File: config.mk
export PLATFORM = sky130hd
export DESIGN_NAME = d8fd_fifo
export DESIGN_NICKNAME = d
export VERILOG_FILES = /design/src/rtl/d8fd_pkg.sv /design/src/rtl/d8fd_fifo.sv
export VERILOG_INCLUDE_DIRS = /design/src /design/src/rtl
export SDC_FILE = /design/constraint.sdc
export NUM_CORES = 1
export LEC_CHECK = 0
export ABC_AREA = 1
export BUFFER_PORTS_ARGS = -buffer_cell sky130_fd_sc_hd__clkbuf_2
export CORE_UTILIZATION = 47
export CTS_BUF_LIST = sky130_fd_sc_hd__clkbuf_2
export DETAILED_ROUTE_END_ITERATION = 8
export GPL_ROUTABILITY_DRIVEN = 1
export GPL_TIMING_DRIVEN = 0
export PLACE_DENSITY = 0.75
export SLEW_MARGIN = 25
export SYNTH_ARGS = -nofsm -noshare
export SYNTH_HDL_FRONTEND = slang
export SYNTH_SLANG_ARGS = --single-unit
File: constraint.sdc
create_clock -name clk -period 1.37 [get_ports clk]
set_clock_uncertainty 0.05 [all_clocks]
set_input_delay 0.0685 -clock clk [delete_from_list [all_inputs] [get_ports clk]]
set_output_delay 0.0685 -clock clk [all_outputs]
set_load 0.05 [all_outputs]
File: src/rtl/d8_flow_direction_assert.svh
// Assertion macros shared by the flow direction RTL.
`ifndef D8_FLOW_DIRECTION_ASSERT_SVH
`define D8_FLOW_DIRECTION_ASSERT_SVH

// Same-cycle implication, checked on every clock edge outside reset.
`define D8FD_ASSERT_NOW(label, ante, cons, msg) \
  label: assert property (@(posedge clk) disable iff (rst) (ante) |-> (cons)) \
    else $error(msg);

// Next-cycle implication, checked on every clock edge outside reset.
`define D8FD_ASSERT_NEXT(label, ante, cons, msg) \
  label: assert property (@(posedge clk) disable iff (rst) (ante) |=> (cons)) \
    else $error(msg);

`endif

File: src/rtl/d8fd_pkg.sv
// Shared types and constants for the D8 flow direction block.
package d8fd_pkg;

  // Defaults for the top-level parameters.
  localparam int MAX_WIDTH_DEFAULT = 4096;
  localparam int ELEV_BITS_DEFAULT = 32;

  // Fixed field widths of the result word and the configuration port.
  localparam int CELL_ROW_BITS = 16;
  localparam int CELL_COL_BITS = 12;
  localparam int DIR_BITS      = 8;
  localparam int CFG_DATA_BITS = 16;
  localparam int WIDTH_BITS    = 13;

  // Register values after reset.
  localparam int RASTER_WIDTH_RESET  = 4096;
  localparam int RASTER_HEIGHT_RESET = 3;

  // Depth of the queues between the parts.
  localparam int QUEUE_DEPTH = 2;

  // Configuration register indexes.
  typedef enum logic [0:0] {
    REG_RASTER_WIDTH  = 1'b0,
    REG_RASTER_HEIGHT = 1'b1
  } reg_index_t;

  // Neighbour positions in priority order; the centre follows them.
  typedef enum logic [2:0] {
    DIR_E  = 3'd0,
    DIR_SE = 3'd1,
    DIR_S  = 3'd2,
    DIR_SW = 3'd3,
    DIR_W  = 3'd4,
    DIR_NW = 3'd5,
    DIR_N  = 3'd6,
    DIR_NE = 3'd7
  } dir_t;

  localparam int NB_COUNT   = 9;
  localparam int NB_CENTRE  = 8;

  // Per-cell control that travels with the window.
  typedef struct packed {
    logic                     interior;
    logic                     last;
    logic [CELL_ROW_BITS-1:0] row;
    logic [CELL_COL_BITS-1:0] col;
  } info_t;

  // One result word.
  typedef struct packed {
    logic [DIR_BITS-1:0]      direction;
    logic [CELL_ROW_BITS-1:0] row;
    logic [CELL_COL_BITS-1:0] col;
    logic                     last;
  } out_t;

endpackage

File: src/rtl/d8fd_fifo.sv
// Small register-based first-in first-out queue.
`include "d8_flow_direction_assert.svh"

module d8fd_fifo #(
  parameter int W     = 8,
  parameter int DEPTH = d8fd_pkg::QUEUE_DEPTH
) (
  input  logic         clk,
  input  logic         rst,
  input  logic         push,
  input  logic [W-1:0] din,
  output logic         full,
  input  logic         pop,
  output logic [W-1:0] dout,
  output logic         empty
);

  localparam int PTR_W = (DEPTH > 1) ? $clog2(DEPTH) : 1;
  localparam int CNT_W = $clog2(DEPTH + 1);

  logic [W-1:0]     mem [DEPTH];
  logic [PTR_W-1:0] wr_ptr;
  logic [PTR_W-1:0] rd_ptr;
  logic [CNT_W-1:0] count;
  logic             do_push;
  logic             do_pop;

  assign full    = (count == CNT_W'(DEPTH));
  assign empty   = (count == '0);
  assign do_push = push && !full;
  assign do_pop  = pop && !empty;
  assign dout    = mem[rd_ptr];

  // Storage is written at the tail only.
  always_ff @(posedge clk) begin
    if (do_push) begin
      mem[wr_ptr] <= din;
    end
  end

  // Pointers and fill count.
  always_ff @(posedge clk) begin
    if (rst) begin
      wr_ptr <= '0;
      rd_ptr <= '0;
      count  <= '0;
    end else begin
      if (do_push) begin
        wr_ptr <= (wr_ptr == PTR_W'(DEPTH - 1)) ? '0 : wr_ptr + PTR_W'(1);
      end
      if (do_pop) begin
        rd_ptr <= (rd_ptr == PTR_W'(DEPTH - 1)) ? '0 : rd_ptr + PTR_W'(1);
      end
      if (do_push && !do_pop) begin
        count <= count + CNT_W'(1);
      end else if (do_pop && !do_push) begin
        count <= count - CNT_W'(1);
      end
    end
  end

  `D8FD_ASSERT_NOW(fifo_count_bound, 1'b1, count <= CNT_W'(DEPTH), "fifo count above depth")
  `D8FD_ASSERT_NEXT(fifo_count_up, do_push && !do_pop, count == $past(count) + 1'b1, "fifo count did not grow on push")

endmodule

==> impl_metrics.tcl <==
set metrics [dict create \
    setup_tns_ns -0.528 \
    synth_area_um2 828 \
    ant_nets 0 \
    vias_per_cell 5.19 \
    critPathTopFamily "flip-flops" \
    period_share 1.06 \
    regArea_um2 587 \
    core_area_um2 1580 \
    p_leak_nw 0.539 \
    cts_sinks 21 \
    place_congestion 0.667 \
    stdcell_count 114 \
    h-tree-depth 1 \
    async_flop_share 0 \
    synth_edf_count 16 \
    wl_per_cell_um 14.2 \
    cpPeakStageDelay_ns 0.38 \
    clk_latency_ns 0.32 \
    fin_crit_ns 1.46 \
    dieArea_um2 1930 \
    vdd_drop_max_v 0.00143 \
    yosys_warnings 0 \
    dp.cells 99 \
    p_per_area_nw_per_um2 1960 \
    wl_um 1620 \
    arrival_ns 1.34 \
    clk_pin_slew_ns 0.20 \
    hpwl_um 886 \
    grt_start_max_net_pins 13 \
    crit_buf_inv 2 \
    status "finished, violations left" \
    hold_viol_final 0 \
    violations "negative setup slack" \
    place_ws_ns -0.285 \
    grt_pass1_vias 599 \
    yosysSeqAreaShare 0.701 \
    start_util 0.525 \
    totalPowerFinal_mw 2.52 \
    multi_input_area_um2 285 \
    gr-usage-met2 0.337 \
    mappedNetlistNets 75 \
    netlist_instances 62 \
    diodes 0 \
    dr.pass1.iters 6 \
    io_pins 22 \
    ys_top_cells_by_count "edfxtp_1 (16), nor2_1 (9), mux2_2 (8), inv_1 (7), dfxtp_1 (5)" \
    maxSlewViolCount 0 \
    area_delta_synth_final_pct 55.3 \
    track_usage 0.190 \
    cts_tree "built" \
    nNetsFinal 112 \
    finalSetupViolations 9 \
    synthFlopType "edfxtp_1" \
    tightest_slew_ns 0.453 \
    slew_headroom 0.698 \
    synth_cell_types 16 \
    required_ns 1.25 \
    max_freq_mhz 687 \
    grt.busiest_layer "met2" \
    drc 0 \
    yosysTopAreaCellShare 0.580 \
    hold_class "in2reg" \
    fillers 87 \
    rsz0062_at_grt "yes" \
    synth_top_area_cell "edfxtp_1" \
    synth.avg_cell_area_um2 13.4 \
    fin_ws_ns -0.0854 \
    clock_path_buffers 2 \
    cts_root_buf "clkbuf_2" \
    cts_buffers 3 \
    whs_ns 0.0476 \
    ys_ff_latch 21 \
    crit_path_end_kind "output pin" \
    grt_pass1_wl_um 2530 \
    critPathSlowestCell "dfxtp_2" \
    yosysMostFrequentCell "edfxtp_1" \
    die_x_um 44.0 \
    post_route_cells_drive_above_1_share 0.561 \
    grt_use_met1 0.215 \
    row_count 14 \
    crit_chain "buf_8 -> mux2_4 -> clkbuf_16" \
    cp_max_fo 8 \
    vias 592 \
    path_class "reg2out" \
    chipHeight_um 44.0 \
    cap_violations 0 \
    grt_use_met3 0.0375 \
    drt-initial-drc-count 14 \
    numPortBuffers 21 \
    ys_top_cells_by_area "edfxtp_1 (58%), dfxtp_1 (12%), mux2_2 (11%)" \
    overflow 0 \
    worstSetupStartpointType "flop" \
    antenna_found_initial 0 \
]
==> stage by stage <==
step,utilization,instance area [µm²]
floorplan,-,828
global placement,0.605,953
detailed placement,0.605,953
CTS,0.782,1230
global route,0.816,1290
finish,0.816,1290
==> layout by cell type, fill, tap and decap left out <==
cell type and count:
a21oi_1 1, and2_4 1, buf_12 1, buf_2 1, buf_4 1, buf_8 7
clkbuf_16 2, clkbuf_2 15, clkinv_2 1, dfxtp_1 2, dfxtp_2 2, dfxtp_4 1
dlygate4sd3_1 9, edfxtp_1 16, ha_4 1, inv_1 3, inv_2 5, inv_4 1
mux2_4 8, nand2_1 2, nand2_2 2, nand3_2 1, nand4_1 1, nor2_1 7
nor2_2 2, o21ai_0 1, o21ai_1 1, o21ai_2 1, o21ai_4 2
==> final timing paths <==
check	startpoint	end	slack, ns	depth (start not counted)
worst min register to register	count[0]$_SDFFE_PP0P_	count[0]$_SDFFE_PP0P_	0.49	1
worst max register to register	count[0]$_SDFFE_PP0P_	count[1]$_SDFFE_PP0P_	0	8
worst max-delay path	flop	dout[5]	-0.09	3
worst min-delay path	push	wr_ptr$_SDFFE_PP0N_	0.05	4
==> layout make-up <==
| cell class | count | area share |
|---|---|---|
| repair buffers | 32 | 0.251 |
| flip-flops and latches | 21 | 0.456 |
| multi-input cells | 31 | 0.222 |
| well taps | 16 | 0.0156 |
| plain buffers | 1 | 0.0117 |
| clock buffers | 3 | 0.0117 |
| inverters | 9 | 0.0282 |
| clock inverters | 1 | 0.00389 |
==> power by group <==
group | switching, mW | total, mW | internal (mW)
clock | 0.188 | 0.254 | 0.0661
sequential | 0.0783 | 0.904 | 0.826
combinational | 0.760 | 1.36 | 0.605
total | 1.03 | 2.52 | 1.50
==> flip-flops by register name, summed over array words and instances, names as in the netlist, named ones only <==
register	count
wr_ptr	1
mem	16
rd_ptr	1
count	2
==> what timing repair did <==
action / CTS / global route
setup buffers: 1 / 1
resized for setup: 38 / 17
hold buffers: 9 / 0
endpoints found under the setup margin: 26 / 19
hold endpoints to repair: 21 / 0
pin swaps: 1 / 7
==> layer usage <==
metal / wire length [µm] / up-vias
li1: - / 288
met1: 637 / 288
met2: 921 / 14
met3: 40 / 2
met4: 17 / 0
met5: 0 / -
==> cells by family after synthesis <==
| logic type | Yosys count | synth area share |
|---|---|---|
| DFF | 21 | 0.701 |
| buffers and inverters | 10 | 0.0468 |
| muxes | 8 | 0.109 |
| adders and majority gates | 1 | 0.0151 |
| and+or+nand+nor | 16 | 0.0831 |
| AOI/OAI and AO/OA | 6 | 0.0453 |
==> tightest hold or removal path, cell delays in order <==
cell,delay (ns)
clkbuf_2,0.10
o21ai_4,0.09
o21ai_0,0.08
nor2_1,0.07
(Power assumes the default switching activity.)
