**config.mk**
```make
export PLATFORM = sky130hd
export DESIGN_NAME = d8fd_back
export DESIGN_NICKNAME = d
export VERILOG_FILES = /design/src/rtl/d8fd_pkg.sv /design/src/rtl/d8fd_back.sv
export VERILOG_INCLUDE_DIRS = /design/src /design/src/rtl
export SDC_FILE = /design/constraint.sdc
export NUM_CORES = 1
export LEC_CHECK = 0
export BUFFER_PORTS_ARGS = -buffer_cell sky130_fd_sc_hd__buf_4
export CELL_PAD_IN_SITES_DETAIL_PLACEMENT = 1
export CELL_PAD_IN_SITES_GLOBAL_PLACEMENT = 1
export CORE_MARGIN = 3
export CORE_UTILIZATION = 45
export DETAILED_ROUTE_END_ITERATION = 7
export HOLD_SLACK_MARGIN = 0.03
export PLACE_DENSITY = 0.82
export SLEW_MARGIN = 40
export SYNTH_ARGS = -nofsm -noshare
export SYNTH_HDL_FRONTEND = slang
export SYNTH_SLANG_ARGS = --single-unit
```
**constraint.sdc**
```tcl
create_clock -name clk -period 40.9 [get_ports clk]
set_input_delay 12.27 -clock clk [delete_from_list [all_inputs] [get_ports clk]]
set_output_delay 12.27 -clock clk [all_outputs]
set_load 0.05 [all_outputs]
```
**src/rtl/d8_flow_direction_assert.svh**
```systemverilog
// Assertion macros shared by the flow direction RTL.
`ifndef D8_FLOW_DIRECTION_ASSERT_SVH
`define D8_FLOW_DIRECTION_ASSERT_SVH

// Same-cycle implication, checked on every clock edge outside reset.
`define D8FD_ASSERT_NOW(label, ante, cons, msg) \
  label: assert property (@(posedge clk) disable iff (rst) (ante) |-> (cons)) \
    else $error(msg);

// Next-cycle implication, checked on every clock edge outside reset.
`define D8FD_ASSERT_NEXT(label, ante, cons, msg) \
  label: assert property (@(posedge clk) disable iff (rst) (ante) |=> (cons)) \
    else $error(msg);

`endif

```
**src/rtl/d8fd_pkg.sv**
```systemverilog
// Shared types and constants for the D8 flow direction block.
package d8fd_pkg;

  // Defaults for the top-level parameters.
  localparam int MAX_WIDTH_DEFAULT = 4096;
  localparam int ELEV_BITS_DEFAULT = 32;

  // Fixed field widths of the result word and the configuration port.
  localparam int CELL_ROW_BITS = 16;
  localparam int CELL_COL_BITS = 12;
  localparam int DIR_BITS      = 8;
  localparam int CFG_DATA_BITS = 16;
  localparam int WIDTH_BITS    = 13;

  // Register values after reset.
  localparam int RASTER_WIDTH_RESET  = 4096;
  localparam int RASTER_HEIGHT_RESET = 3;

  // Depth of the queues between the parts.
  localparam int QUEUE_DEPTH = 2;

  // Configuration register indexes.
  typedef enum logic [0:0] {
    REG_RASTER_WIDTH  = 1'b0,
    REG_RASTER_HEIGHT = 1'b1
  } reg_index_t;

  // Neighbour positions in priority order; the centre follows them.
  typedef enum logic [2:0] {
    DIR_E  = 3'd0,
    DIR_SE = 3'd1,
    DIR_S  = 3'd2,
    DIR_SW = 3'd3,
    DIR_W  = 3'd4,
    DIR_NW = 3'd5,
    DIR_N  = 3'd6,
    DIR_NE = 3'd7
  } dir_t;

  localparam int NB_COUNT   = 9;
  localparam int NB_CENTRE  = 8;

  // Per-cell control that travels with the window.
  typedef struct packed {
    logic                     interior;
    logic                     last;
    logic [CELL_ROW_BITS-1:0] row;
    logic [CELL_COL_BITS-1:0] col;
  } info_t;

  // One result word.
  typedef struct packed {
    logic [DIR_BITS-1:0]      direction;
    logic [CELL_ROW_BITS-1:0] row;
    logic [CELL_COL_BITS-1:0] col;
    logic                     last;
  } out_t;

endpackage

```
**src/rtl/d8fd_back.sv**
```systemverilog
// Back part: pipelined minimum search over the neighbours and code generation.
`include "d8_flow_direction_assert.svh"

module d8fd_back #(
  parameter int ELEV_BITS = d8fd_pkg::ELEV_BITS_DEFAULT
) (
  input  logic                   clk,
  input  logic                   rst,
  input  logic                   q_empty,
  input  logic [$bits(d8fd_pkg::info_t)+d8fd_pkg::NB_COUNT*ELEV_BITS-1:0] q_dout,
  output logic                   q_pop,
  input  logic                   o_full,
  output logic                   o_push,
  output d8fd_pkg::out_t         o_din
);

  localparam int E = ELEV_BITS;

  d8fd_pkg::info_t                       in_info;
  logic [d8fd_pkg::NB_COUNT-1:0][E-1:0]  in_nb;
  logic                                  advance;

  // Stage 1: four pair winners.
  logic                   v1;
  logic [3:0][E-1:0]      val1;
  logic [3:0][2:0]        idx1;
  logic [E-1:0]           ctr1;
  d8fd_pkg::info_t        info1;
  logic [3:0][E-1:0]      val1_next;
  logic [3:0][2:0]        idx1_next;

  // Stage 2: two winners.
  logic                   v2;
  logic [1:0][E-1:0]      val2;
  logic [1:0][2:0]        idx2;
  logic [E-1:0]           ctr2;
  d8fd_pkg::info_t        info2;
  logic [1:0][E-1:0]      val2_next;
  logic [1:0][2:0]        idx2_next;

  // Stage 3: overall lowest neighbour.
  logic                   v3;
  logic [E-1:0]           val3;
  logic [2:0]             idx3;
  logic [E-1:0]           ctr3;
  d8fd_pkg::info_t        info3;

  // Stage 4: finished result word.
  logic                   v4;
  d8fd_pkg::out_t         res4;
  d8fd_pkg::out_t         res4_next;

  assign in_info = q_dout[$bits(q_dout)-1 -: $bits(d8fd_pkg::info_t)];
  assign in_nb   = q_dout[d8fd_pkg::NB_COUNT*E-1:0];

  // The whole pipeline holds while the last word cannot leave.
  assign advance = !(v4 && o_full);
  assign q_pop   = !q_empty && advance;
  assign o_push  = v4 && !o_full;
  assign o_din   = res4;

  // Pair compares; the later position wins only when strictly lower.
  always_comb begin
    for (int k = 0; k < 4; k++) begin
      if ($signed(in_nb[2*k+1]) < $signed(in_nb[2*k])) begin
        val1_next[k] = in_nb[2*k+1];
        idx1_next[k] = 3'(2*k+1);
      end else begin
        val1_next[k] = in_nb[2*k];
        idx1_next[k] = 3'(2*k);
      end
    end
    for (int k = 0; k < 2; k++) begin
      if ($signed(val1[2*k+1]) < $signed(val1[2*k])) begin
        val2_next[k] = val1[2*k+1];
        idx2_next[k] = idx1[2*k+1];
      end else begin
        val2_next[k] = val1[2*k];
        idx2_next[k] = idx1[2*k];
      end
    end
  end

  // A code is given only for an interior cell with a neighbour below the centre.
  always_comb begin
    res4_next.row       = info3.row;
    res4_next.col       = info3.col;
    res4_next.last      = info3.last;
    res4_next.direction = '0;
    if (info3.interior && ($signed(val3) < $signed(ctr3))) begin
      res4_next.direction = d8fd_pkg::DIR_BITS'(1) << idx3;
    end
  end

  // Valid flags.
  always_ff @(posedge clk) begin
    if (rst) begin
      v1 <= 1'b0;
      v2 <= 1'b0;
      v3 <= 1'b0;
      v4 <= 1'b0;
    end else if (advance) begin
      v1 <= q_pop;
      v2 <= v1;
      v3 <= v2;
      v4 <= v3;
    end
  end

  // Stage payloads.
  always_ff @(posedge clk) begin
    if (advance) begin
      val1  <= val1_next;
      idx1  <= idx1_next;
      ctr1  <= in_nb[d8fd_pkg::NB_CENTRE];
      info1 <= in_info;
      val2  <= val2_next;
      idx2  <= idx2_next;
      ctr2  <= ctr1;
      info2 <= info1;
      if ($signed(val2[1]) < $signed(val2[0])) begin
        val3 <= val2[1];
        idx3 <= idx2[1];
      end else begin
        val3 <= val2[0];
        idx3 <= idx2[0];
      end
      ctr3  <= ctr2;
      info3 <= info2;
      res4  <= res4_next;
    end
  end

  `D8FD_ASSERT_NOW(back_dir_onehot, v4, $onehot0(res4.direction), "direction code has several bits set")
  `D8FD_ASSERT_NEXT(back_stall_hold, v4 && o_full, v4 && $stable(res4), "result word changed while stalled")

endmodule

```
==> results of run 1 <==
final timing paths:
kind              cells after the start  endpoint  slack (ps)      from
setup reg to reg                      8   idx3[0]       37050  val2[58]
hold / removal                        0  info2[3]         410  info1[3]
hold reg to reg                       0  info2[3]         410  info1[3]
setup / recovery                      3     q_pop       15710    o_full
where the power goes:
group	switching (mW)	total, mW	internal, mW
Sequential	0.0523	0.683	0.630
Clock	0.181	0.455	0.274
Combinational	0.212	0.425	0.213
cells in the final DEF, fill, tap and decap left out, types with 3 or more instances in the layout:
master and n:
nand2b_1 9, ha_1 248, nor2b_1 5, inv_1 252
clkinv_1 11, a21o_1 25, buf_6 4, nor4_1 5
a221o_1 4, and2_0 3, nand2_1 52, nor2_1 37
mux2_4 56, nor3_1 9, nand3_1 26, o21a_1 5
nand4_1 36, a21oi_1 83, o21ai_1 3, and3_1 3
diode_2 3, clkinv_2 11, a211oi_1 7, o21ai_0 28
and4_1 9, clkbuf_16 51, mux2_2 178, bufinv_16 7
o31ai_1 4, a211o_1 4, buf_4 365, a31oi_1 5
clkbuf_1 5, dfxtp_1 4, edfxtp_1 458, a221oi_1 12
synthesized netlist by cell type (all sizes together) (7+ instances only):
library cell	count
a211oi	7
a21o	25
a21oi	86
a221oi	12
and4	9
buf	18
edfxtp	458
ha	248
inv	252
mux2	236
nand2	53
nand2b	9
nand3	26
nand4	36
nor2	37
nor3	9
o21ai	32
layer usage:
layer / wire length, µm / GRT usage, % / up-vias
li1: - / - / 6890
met1: 23600 / 25.9 / 7060
met2: 31100 / 39.7 / 330
met3: 2970 / 4.72 / 133
met4: 2540 / 9.56 / 6
met5: 45 / 0 / -
registers in the layout, summed over array words and instances, names as in the netlist, 3 cells and up:
name,count
val1,128
val2,64
o_din,37
ctr1,32
ctr2,32
ctr3,32
val3,32
info1,30
info2,30
info3,30
idx1,4
idx2,4
idx3,3
through the flow:
step | hold WS, ps | std cells | util, % | setup slack (ps) | power (mW)
2_1_floorplan | 400 | 1631 | - | 15550 | 0.961
3_3_place_gp | 400 | 2650 | 52.9 | 15780 | 1.08
3_5_place_dp | 405 | 2655 | 53.2 | 15730 | 1.12
4_1_cts | 411 | 2745 | 56.4 | 15740 | 1.58
5_1_grt | 414 | 2748 | 56.4 | 15700 | 1.64
6_report | 411 | 2748 | 56.4 | 15710 | 1.56
kinds of logic (layout without fill, tap and decap cells):
group,count (synthesis),count (layout),synth area share [%]
adder cells (fa/ha/maj),248,248,13.3
multiplexers,238,238,12.5
AO/OA/AOI/OAI,203,203,5.52
XOR/XNOR,3,3,0.177
buffers and inverters,274,716,4.67
AND/OR/NAND/NOR,203,203,4.43
other,0,3,0
flip-flops,462,462,59.4
area by class of cell:
cell class	instances	area (µm²)
Tap cell	672	841
Inverter	252	946
Fill cell	5055	22100
Sequential cell	462	13800
Clock buffer	58	1320
Timing Repair Buffer	374	2890
Antenna cell	3	7.51
Multi-Input combinational cell	895	8430
Clock inverter	32	330
==> impl_table.tex, run 1 <==
\begin{tabular}{lr}
\hline
Metric & Value \\
\hline
\multicolumn{2}{l}{\textbf{STA}} \\
\quad Finish-stage setup viols & 0 \\
\quad Worst slew margin & between 50 and 60\% \\
\quad Layout Skew & approximately 20 ps \\
\quad Setup tns final & 0 ps \\
\quad Number of endpoints with negative hold slack in the final report & 0 \\
\quad Worst-margin pin slew & $\sim$700 ps \\
\quad Max Fclk & just under 40 MHz \\
\quad Tmin final & 25,190 ps \\
\quad Share of the clock period used by the worst path after layout & around 60\% \\
\quad Setup repair after global routing missed its margin & false \\
\quad Number of max-slew violations in the final report & 0 \\
\multicolumn{2}{l}{\textbf{Routing}} \\
\quad First-pass iteration count of the detailed router & 5 \\
\quad DRC Markers & 0 \\
\quad Total wirelength of the detailed-routed design & 60,200 µm \\
\quad Routed length per placed instance & $\sim$22 µm \\
\quad Avg Vias per Cell & 5.25 \\
\quad Post-route antenna net violation count & 0 \\
\quad Routed vias & about 14,000 \\
\quad Iter 0 DRT Violations & around 700 \\
\multicolumn{2}{l}{\textbf{Synth}} \\
\quad Predominant post-synthesis flop cell & edfxtp\_1 \\
\quad Cell types with the largest area share after synthesis & edfxtp\_1, ha\_1, mux2\_2 \\
\quad Number of enable-type register cells in the synthesized netlist & 458 \\
\quad Count of cell types in the netlist & 60 \\
\quad Mapped Area & 23,300 µm² \\
\quad Synth Area per Inst & around 14 µm² \\
\quad Share of async-settable or async-resettable flops after synthesis & 0\% \\
\quad Yosys Warn Count & 0 \\
\quad Syn nets & 2,201 \\
\quad Flop and latch count out of synthesis & 462 \\
\quad Cell type with the largest total area after synthesis & edfxtp\_1 \\
\quad Post-synthesis cell count & around 1,600 \\
\quad Top-area cell type share of the netlist area & slightly below 60\% \\
\quad Share of the yosys chip area belonging to registers & 59.4\% \\
\multicolumn{2}{l}{\textbf{Pwr}} \\
\quad Leakage & approximately 13 nW \\
\quad Worst vdd rail ir drop & roughly 35 µV \\
\quad Power density over the cells & 54.6 nW/µm² \\
\multicolumn{2}{l}{\textbf{Clock tree}} \\
\quad Number of buffers added by the clock tree synthesis step & 50 \\
\quad Total clock sinks & 462 \\
\quad Quantity of hold-fixing buffers added after cts & 0 \\
\quad Number of resized instances in the post-cts repair step & 0 \\
\quad TritonCTS clock tree & yes \\
\quad Worst skew pair latency & 590 ps \\
\quad Setup Fix Bufs, Post-CTS & 0 \\
\quad Clock slew at the register clock pins of the worst setup and hold paths & approximately 60 ps \\
\quad Largest buffer count on any clock path & 3 \\
\quad CTS H-tree lvls & 2 \\
\quad Clock tree root buffer cell & clkbuf\_16 \\
\multicolumn{2}{l}{\textbf{GRT}} \\
\quad Pin count of the biggest net entering global routing & approximately 120 \\
\quad Number of global-route vias before repair & 16,146 \\
\quad Initial antenna violation count & 6 \\
\quad Total routing usage reported by global routing & roughly 22\% \\
\quad Global route overflow & 0 \\
\quad Global-route wire length before repair & approximately 91,000 µm \\
\multicolumn{2}{l}{\textbf{Die}} \\
\quad Ports placed on the boundary & around 360 \\
\quad Die area & $\sim$55,000 µm² \\
\quad Number of rows in the core area & a little over 80 \\
\quad Overall die height & approximately 230 µm \\
\quad Die width & $\sim$230 µm \\
\quad Starting density of the core & roughly 46\% \\
\quad Placeable core region & 50,700 µm² \\
\multicolumn{2}{l}{\textbf{Place}} \\
\quad Area after detailed placement & approximately 27,000 µm² \\
\quad Global placer's final weighted congestion & roughly 0.85 \\
\quad DPL Wire Length & roughly 47,000 µm \\
\quad Count of port buffers added during placement & 360 \\
\multicolumn{2}{l}{\textbf{Worst setup path}} \\
\quad Worst path arrival time & roughly 13,000 ps \\
\quad Chain of cells forming the critical path & buf\_4 -> a21oi\_1 -> buf\_4 \\
\quad Critical path buffers and inverters & 2 \\
\quad CP max stage delay & approximately 250 ps \\
\quad Start-to-end type of the worst setup path & input port to primary output \\
\quad Nature of the critical path endpoint & primary output \\
\quad Maximum fanout along the worst path & 7 \\
\quad Most frequent cell on the critical path & buf\_4 \\
\quad Critical Path Source Type & input port \\
\quad Critical path required time & $\sim$29,000 ps \\
\quad Crit-path leading delay family & buffers and inverters \\
\quad Cell with the largest stage delay on the worst path & a21oi\_1 \\
\multicolumn{2}{l}{\textbf{Finish}} \\
\quad Final Cell Area & around 29,000 µm² \\
\quad Final \#Nets & 2,605 \\
\quad Area overhead of the layout relative to synthesis & 22.8\% \\
\quad Fraction of final layout cells sized beyond drive strength 1 & between 30\% and 40\% \\
\multicolumn{2}{l}{\textbf{Flow run}} \\
\quad Max-Cap Viols & 0 \\
\multicolumn{2}{l}{\textbf{Status}} \\
\quad Status & finished clean \\
\multicolumn{2}{l}{\textbf{Min path}} \\
\quad Worst min path class & flip-flop to flip-flop \\
\hline
\end{tabular}
(Power assumes the default switching activity.)
==> run 2, diff against run 1 <==
ABC_AREA = 1   (was not set)
CORE_UTILIZATION = 41   (was 45)
clock period = 22 ns   (was 40.9 ns; I/O delays follow)
==> run 2 against run 1 <==
Net effect:
- first-iteration DRC count rose by 33%
- non-clock buffer count down 4
- sequential share of layout area down 0.80 points
==> impl_table.tex, run 2 <==
\begin{tabular}{lr}
\hline
Metric & Value \\
\hline
\multicolumn{2}{l}{\textbf{Status}} \\
\quad Status & finished clean \\
\multicolumn{2}{l}{\textbf{Clock tree}} \\
\quad Number of resized instances in the post-cts repair step & 0 (unchanged) \\
\quad CTS H-tree lvls & 2 (unchanged) \\
\quad Clock slew at the register clock pins of the worst setup and hold paths & 70 ps (about the same) \\
\quad Setup Fix Bufs, Post-CTS & 0 (unchanged) \\
\quad TritonCTS clock tree & yes \\
\quad Worst skew pair latency & 590 ps (about the same) \\
\quad Quantity of hold-fixing buffers added after cts & 0 (unchanged) \\
\quad Clock tree root buffer cell & clkbuf\_16 \\
\quad Total clock sinks & 462 (unchanged) \\
\quad Largest buffer count on any clock path & 3 (unchanged) \\
\quad Number of buffers added by the clock tree synthesis step & 48 (-4.0\%) \\
\multicolumn{2}{l}{\textbf{Synth}} \\
\quad Post-synthesis compound-gate area fraction & 4.34\% (-1.2 points) \\
\quad Post-synthesis simple-gate area fraction & 18.7\% (+14 points) \\
\quad Count of cell types in the netlist & 27 (-55\%) \\
\quad Syn nets & 2,875 (+31\%) \\
\quad Yosys Warn Count & 0 (unchanged) \\
\quad Dominant combinational cell family by area after synthesis & simple AND/OR/NAND/NOR gates \\
\quad Ranking of synthesized cells by instance count & nand3\_1, edfxtp\_1, nand2\_1 \\
\quad Post-synthesis cell count & 2,305 (+41\%) \\
\quad Mapped Area & 24,100 µm² (+3.6\%) \\
\quad Cell type with the largest total area after synthesis & edfxtp\_1 \\
\quad Mux share of post-synthesis cell area & 0\% (-12 points) \\
\quad Synth Area per Inst & 10.5 µm² (-27\%) \\
\quad Most instantiated library cell after synthesis & nand3\_1 \\
\quad Share of async-settable or async-resettable flops after synthesis & 0\% (unchanged) \\
\quad Predominant post-synthesis flop cell & edfxtp\_1 \\
\quad Flop and latch count out of synthesis & 462 (unchanged) \\
\quad Cell types with the largest area share after synthesis & edfxtp\_1, ha\_1, nand3\_1 \\
\quad Number of enable-type register cells in the synthesized netlist & 458 (unchanged) \\
\quad Area share of xor/xnor cells in the synthesized design & 0\% (-0.18 points) \\
\quad Adder-cell share of the synthesized area & 12.9\% (-0.46 points) \\
\quad Share of the yosys chip area belonging to registers & 57.3\% (-2.1 points) \\
\quad Top-area cell type share of the netlist area & 57.0\% (-2.0 points) \\
\multicolumn{2}{l}{\textbf{Die}} \\
\quad Placeable core region & 57,900 µm² (+14\%) \\
\quad Die area & 61,800 µm² (+13\%) \\
\quad Overall die height & 249 µm (+6.5\%) \\
\quad Number of rows in the core area & 88 (+7.3\%) \\
\quad Ports placed on the boundary & 361 (unchanged) \\
\quad Die width & 249 µm (+6.5\%) \\
\quad Starting density of the core & 41.7\% (-4.3 points) \\
\multicolumn{2}{l}{\textbf{Place}} \\
\quad Dpl ws & 7270 ps (-8460 ps) \\
\quad DPL Wire Length & 52,900 µm (+12\%) \\
\quad Area after detailed placement & 27,500 µm² (+2.1\%) \\
\quad Global placer's final weighted congestion & 0.879 (+3.6\%) \\
\quad Count of port buffers added during placement & 360 (unchanged) \\
\multicolumn{2}{l}{\textbf{Worst setup path}} \\
\quad Launching element of the worst setup path & o\_full \\
\quad Nature of the critical path endpoint & primary output \\
\quad Start-to-end type of the worst setup path & input port to primary output \\
\quad Critical Path Source Type & input port \\
\quad RR Startpoint & val2[31] \\
\quad Critical path required time & 15,400 ps (-13,230 ps) \\
\quad Worst path arrival time & 7620 ps (-5300 ps) \\
\quad Maximum fanout along the worst path & 53 (+46) \\
\multicolumn{2}{l}{\textbf{Routing}} \\
\quad Routed vias & 18,480 (+28\%) \\
\quad Iter 0 DRT Violations & 934 (+33\%) \\
\quad Post-route antenna net violation count & 0 (unchanged) \\
\quad Routed length per placed instance & 20.3 µm (-7.5\%) \\
\quad First-pass iteration count of the detailed router & 5 (unchanged) \\
\quad Total wirelength of the detailed-routed design & 69,900 µm (+16\%) \\
\quad Avg Vias per Cell & 5.36 (+2.2\%) \\
\quad DRC Markers & 0 (unchanged) \\
\multicolumn{2}{l}{\textbf{Finish}} \\
\quad Fraction of final layout cells sized beyond drive strength 1 & 17.5\% (-16 points) \\
\quad Area overhead of the layout relative to synthesis & 20.5\% \\
\quad Commonest cells after routing, fill and taps aside & nand3\_1, edfxtp\_1, nand2\_1 \\
\quad Most common cell after layout, fill and taps aside & nand3\_1 \\
\quad Number of flip-flops under the largest register name & 128 (unchanged) \\
\quad Final \#Nets & 3,211 (+23\%) \\
\quad Final Cell Area & 29,100 µm² (+1.7\%) \\
\quad Top reg by flops & val1 \\
\multicolumn{2}{l}{\textbf{STA}} \\
\quad Setup repair after global routing missed its margin & false \\
\quad Finish-stage setup viols & 0 (unchanged) \\
\quad Worst-margin pin slew & 839 ps (+134 ps) \\
\quad Setup tns final & 0 ps (unchanged) \\
\quad Number of max-slew violations in the final report & 0 (unchanged) \\
\quad Share of the clock period used by the worst path after layout & 64.7\% \\
\quad Layout Skew & 19.6 ps (-0.663 ps) \\
\quad Tmin final & $\sim$14,000 ps \\
\quad Max Fclk & 70.3 MHz \\
\quad PnR worst setup slack & 7780 ps (-7940 ps) \\
\quad Worst slew margin & 44.0\% (-9.0 points) \\
\quad Worst Hold Margin & 404 ps (-7.04 ps) \\
\quad Number of endpoints with negative hold slack in the final report & 0 (unchanged) \\
\multicolumn{2}{l}{\textbf{Min path}} \\
\quad Worst min path class & flip-flop to flip-flop \\
\quad Hold wc startpoint & ctr2[21] \\
\multicolumn{2}{l}{\textbf{GRT}} \\
\quad Number of global-route vias before repair & 20,083 (+24\%) \\
\quad Total routing usage reported by global routing & 22.1\% (-0.12 points) \\
\quad Global-route wire length before repair & 109,000 µm (+20\%) \\
\quad Pin count of the biggest net entering global routing & 126 (+4.1\%) \\
\quad Initial antenna violation count & 5 (-1) \\
\quad Global route overflow & 0 (unchanged) \\
\multicolumn{2}{l}{\textbf{Flow run}} \\
\quad Max-Cap Viols & 0 (unchanged) \\
\multicolumn{2}{l}{\textbf{Pwr}} \\
\quad Leakage & 13.9 nW (+8.2\%) \\
\quad Final Total Pwr & 3.07 mW (+97\%) \\
\quad Worst vdd rail ir drop & 67.5 µV (+92\%) \\
\quad Power density over the cells & 106 nW/µm² (+93\%) \\
\hline
\end{tabular}
==> run 2: cell count changes after synthesis, sizes merged, moves of 13 or more <==
cell | previous run | this run
a21o | 25 | 0
a21oi | 86 | 132
buf | 18 | 69
inv | 252 | 307
mux2 | 236 | 0
nand2 | 53 | 441
nand3 | 26 | 471
nand4 | 36 | 23
nor2 | 37 | 52
==> run 2: stage by stage <==
| stage | utilization (%) | instances |
|---|---|---|
| floorplan | - | 2305 |
| global placement | 47.3 | 3353 |
| detailed placement | 47.5 | 3355 |
| CTS | 50.1 | 3441 |
| global route | 50.2 | 3447 |
| finish | 50.2 | 3447 |
==> run 2: logic make-up (layout without fill, tap and decap cells) <==
kind of cell / count (synthesis) / in the layout
buffers and inverters: 391 / 763
AO/OA/AOI/OAI: 196 / 196
AND/OR/NAND/NOR: 1008 / 1008
flip-flops: 462 / 462
adder cells (fa/ha/maj): 248 / 248
other: 0 / 5
==> run 2: cell type report <==
class,count,area (µm²)
clock buffer,58,1260
inverter,307,1150
tap,765,957
multi-input combinational,1452,8750
timing repair buffer,370,2850
sequential,462,13800
fill,6450,28800
antenna,5,12.5
clock inverter,28,270
==> run 2: power by group <==
| group | leakage [nW] | switching (mW) | internal, mW | total [mW] |
|---|---|---|---|---|
| sequential | 4.91 | 0.113 | 1.21 | 1.32 |
| clock | 0.745 | 0.340 | 0.457 | 0.797 |
| combinational | 8.27 | 0.625 | 0.328 | 0.954 |
| total | 13.9 | 1.08 | 1.99 | 3.07 |
==> run 2: per-layer routing <==
| layer | global-route usage [%] | vias to the layer above | share of wire (%) |
|---|---|---|---|
| met1 | 25.2 | 9169 | 39 |
| met4 | 8.89 | 0 | 4.0 |
| met3 | 2.80 | 161 | 2.9 |
| met2 | 41.8 | 413 | 54 |
| li1 | - | 8737 | - |
| met5 | 0 | - | 0 |
==> run 2: worst max-delay path, stage by stage <==
cell,delay [ps]
buf_4,130
nand2_8,310
inv_1,170
nor2_1,180
buf_4,220
==> run 2: path summary, 6_finish.rpt <==
check / endpoint / slack (ps) / depth (start not counted)
setup / recovery: q_pop / 7780 / 5
setup reg to reg: val3[15] / 18940 / 9
hold reg to reg: ctr3[21] / 400 / 0
hold / removal: ctr3[21] / 400 / 0
==> run 3, diff against run 2 <==
clock period = 12.9 ns   (was 22 ns; I/O delays follow)
==> run 3 against run 2 <==
Net effect:
- clock-buffer cell count down 1
- power up 71%
- core utilization about the same
- global-route usage down 0.16 points
- non-clock buffer count down 3
- critical endpoint unchanged
- wire length down 0.13%
- first-iteration DRC count up 16%
- sequential cell count unchanged
==> impl_table.tex, run 3 (same netlist as run 2, synthesis figures left out) <==
\begin{tabular}{lr}
\hline
Metric & Value \\
\hline
\multicolumn{2}{l}{\textbf{Status}} \\
\quad Status & finished clean \\
\multicolumn{2}{l}{\textbf{Min path}} \\
\quad Worst min path class & flip-flop to flip-flop \\
\multicolumn{2}{l}{\textbf{Clock tree}} \\
\quad Setup Fix Bufs, Post-CTS & 0 (unchanged) \\
\quad TritonCTS clock tree & yes \\
\quad CTS H-tree lvls & 2 (unchanged) \\
\quad Total clock sinks & 462 (unchanged) \\
\quad Largest buffer count on any clock path & 3 (unchanged) \\
\quad Quantity of hold-fixing buffers added after cts & 0 (unchanged) \\
\quad Number of buffers added by the clock tree synthesis step & 49 (+2.1\%) \\
\quad Clock slew at the register clock pins of the worst setup and hold paths & 60 ps (about the same) \\
\quad Worst skew pair latency & 610 ps (+20 ps) \\
\quad Clock tree root buffer cell & clkbuf\_16 \\
\quad Number of resized instances in the post-cts repair step & 0 (unchanged) \\
\multicolumn{2}{l}{\textbf{Die}} \\
\quad Die area & 61,800 µm² (unchanged) \\
\quad Die width & 249 µm (unchanged) \\
\quad Overall die height & 249 µm (unchanged) \\
\quad Starting density of the core & 41.7\% (unchanged) \\
\quad Number of rows in the core area & 88 (unchanged) \\
\quad Placeable core region & 57,900 µm² (unchanged) \\
\quad Ports placed on the boundary & 361 (unchanged) \\
\multicolumn{2}{l}{\textbf{Routing}} \\
\quad DRC Markers & 0 (unchanged) \\
\quad Max layer used & met5 \\
\quad Post-route antenna net violation count & 0 (unchanged) \\
\quad Avg Vias per Cell & 5.37 (+0.11\%) \\
\quad Wire length on met1 & 27,200 µm (about the same) \\
\quad Total wirelength of the detailed-routed design & 69,800 µm (-0.13\%) \\
\quad Met3 wire length & 2110 µm (+6.0\%) \\
\quad Routed vias & 18,484 (+0.022\%) \\
\quad Routed length per placed instance & 20.3 µm (about the same) \\
\quad First-pass iteration count of the detailed router & 5 (unchanged) \\
\quad Length of routed met2 wiring & 37,200 µm (-1.7\%) \\
\quad Iter 0 DRT Violations & 1,080 (+16\%) \\
\multicolumn{2}{l}{\textbf{Finish}} \\
\quad Storage cell area & 13,800 µm² (unchanged) \\
\quad Most common cell after layout, fill and taps aside & nand3\_1 \\
\quad Combined area of the multi-input logic cells & 8760 µm² (+0.11\%) \\
\quad Area overhead of the layout relative to synthesis & 20.5\% (about the same) \\
\quad Final \#Nets & 3,209 (-0.062\%) \\
\quad Number of fill cells & 6,423 (-0.42\%) \\
\quad Commonest cells after routing, fill and taps aside & nand3\_1, edfxtp\_1, nand2\_1 \\
\quad Core utilization of the finished layout & 50.2\% (about the same) \\
\quad Number of flip-flops under the largest register name & 128 (unchanged) \\
\quad Fraction of final layout cells sized beyond drive strength 1 & 17.4\% (-0.062 points) \\
\quad Top reg by flops & val1 \\
\multicolumn{2}{l}{\textbf{Worst setup path}} \\
\quad Worst path arrival time & 5060 ps (-2560 ps) \\
\quad Critical Path Source Type & input port \\
\quad Start-to-end type of the worst setup path & input port to primary output \\
\quad Critical path required time & 9030 ps (-6370 ps) \\
\quad Nature of the critical path endpoint & primary output \\
\quad Maximum fanout along the worst path & 77 (+45\%) \\
\multicolumn{2}{l}{\textbf{GRT}} \\
\quad Number of global-route vias before repair & 20,068 (-0.075\%) \\
\quad Global-route wire length before repair & 108,000 µm (-0.93\%) \\
\quad Pin count of the biggest net entering global routing & 86 (-32\%) \\
\quad Total routing usage reported by global routing & 22.0\% (-0.16 points) \\
\quad Global route overflow & 0 (unchanged) \\
\quad Initial antenna violation count & 7 (+2) \\
\multicolumn{2}{l}{\textbf{Pwr}} \\
\quad Power density over the cells & 181 nW/µm² (+71\%) \\
\quad Worst vdd rail ir drop & 133 µV (+97\%) \\
\quad Final Total Pwr & 5.26 mW (+71\%) \\
\quad Leakage & 13.9 nW (-0.11\%) \\
\multicolumn{2}{l}{\textbf{STA}} \\
\quad Worst slew margin & 46.5\% (+2.5 points) \\
\quad Finish-stage setup viols & 0 (unchanged) \\
\quad Max Fclk & approximately 110 MHz \\
\quad Setup repair after global routing missed its margin & false \\
\quad Tmin final & around 8900 ps \\
\quad Share of the clock period used by the worst path after layout & roughly 70\% \\
\quad Number of max-slew violations in the final report & 0 (unchanged) \\
\quad PnR worst setup slack & 3970 ps (-3810 ps) \\
\quad Setup tns final & 0 ps (unchanged) \\
\quad Worst Hold Margin & 411 ps (+7.38 ps) \\
\quad Number of endpoints with negative hold slack in the final report & 0 (unchanged) \\
\quad Layout Skew & 31.2 ps (+11.6 ps) \\
\quad Worst-margin pin slew & 801 ps (-37.9 ps) \\
\multicolumn{2}{l}{\textbf{Flow run}} \\
\quad Max-Cap Viols & 0 (unchanged) \\
\multicolumn{2}{l}{\textbf{Place}} \\
\quad Count of port buffers added during placement & 360 (unchanged) \\
\quad Dpl ws & 3930 ps (-3340 ps) \\
\quad DPL Wire Length & 52,500 µm (-0.65\%) \\
\quad Global placer's final weighted congestion & 0.871 (-0.92\%) \\
\hline
\end{tabular}
## run 3: metal layers
metal,vias to the layer above,GRT usage [%]
met2,385,40.9
met5,-,0
li1,8740,-
met1,9178,24.7
met3,175,3.16
met4,6,10.2
## run 3: worst max-delay path, cell delays in order
cell     delay, ps
buf_4          130
nand2_8        390
inv_1          210
nor2_1         210
buf_4          240
## run 3: final cells by class
cell class / count / area share, %
Sequential cell: 462 / 47.6
Clock buffer: 57 / 4.32
Clock inverter: 30 / 1.17
Timing Repair Buffer: 367 / 9.54
Antenna cell: 4 / 0.0344
Multi-Input combinational cell: 1452 / 30.1
Inverter: 307 / 3.96
Tap cell: 765 / 3.29
## run 3: power by group
part / internal (mW) / switching [mW]
registers: 2.06 / 0.195
logic: 0.557 / 1.04
clock network: 0.804 / 0.596
## run 3: path summary, 6_finish.rpt
check           start  cells past startpoint  slack, ps  endpoint
max            o_full                      5       3970     q_pop
min          ctr1[28]                      0        410  ctr2[28]
max reg2reg        v4                      4       9660  val1[61]
min reg2reg  ctr1[28]                      0        410  ctr2[28]
## run 3: metrics by stage
stage	area, µm²	cells
after floorplan	24100	2305
after global placement	27400	3353
after detailed placement	27500	3353
after CTS	29100	3440
after global routing	29100	3444
final	29100	3444
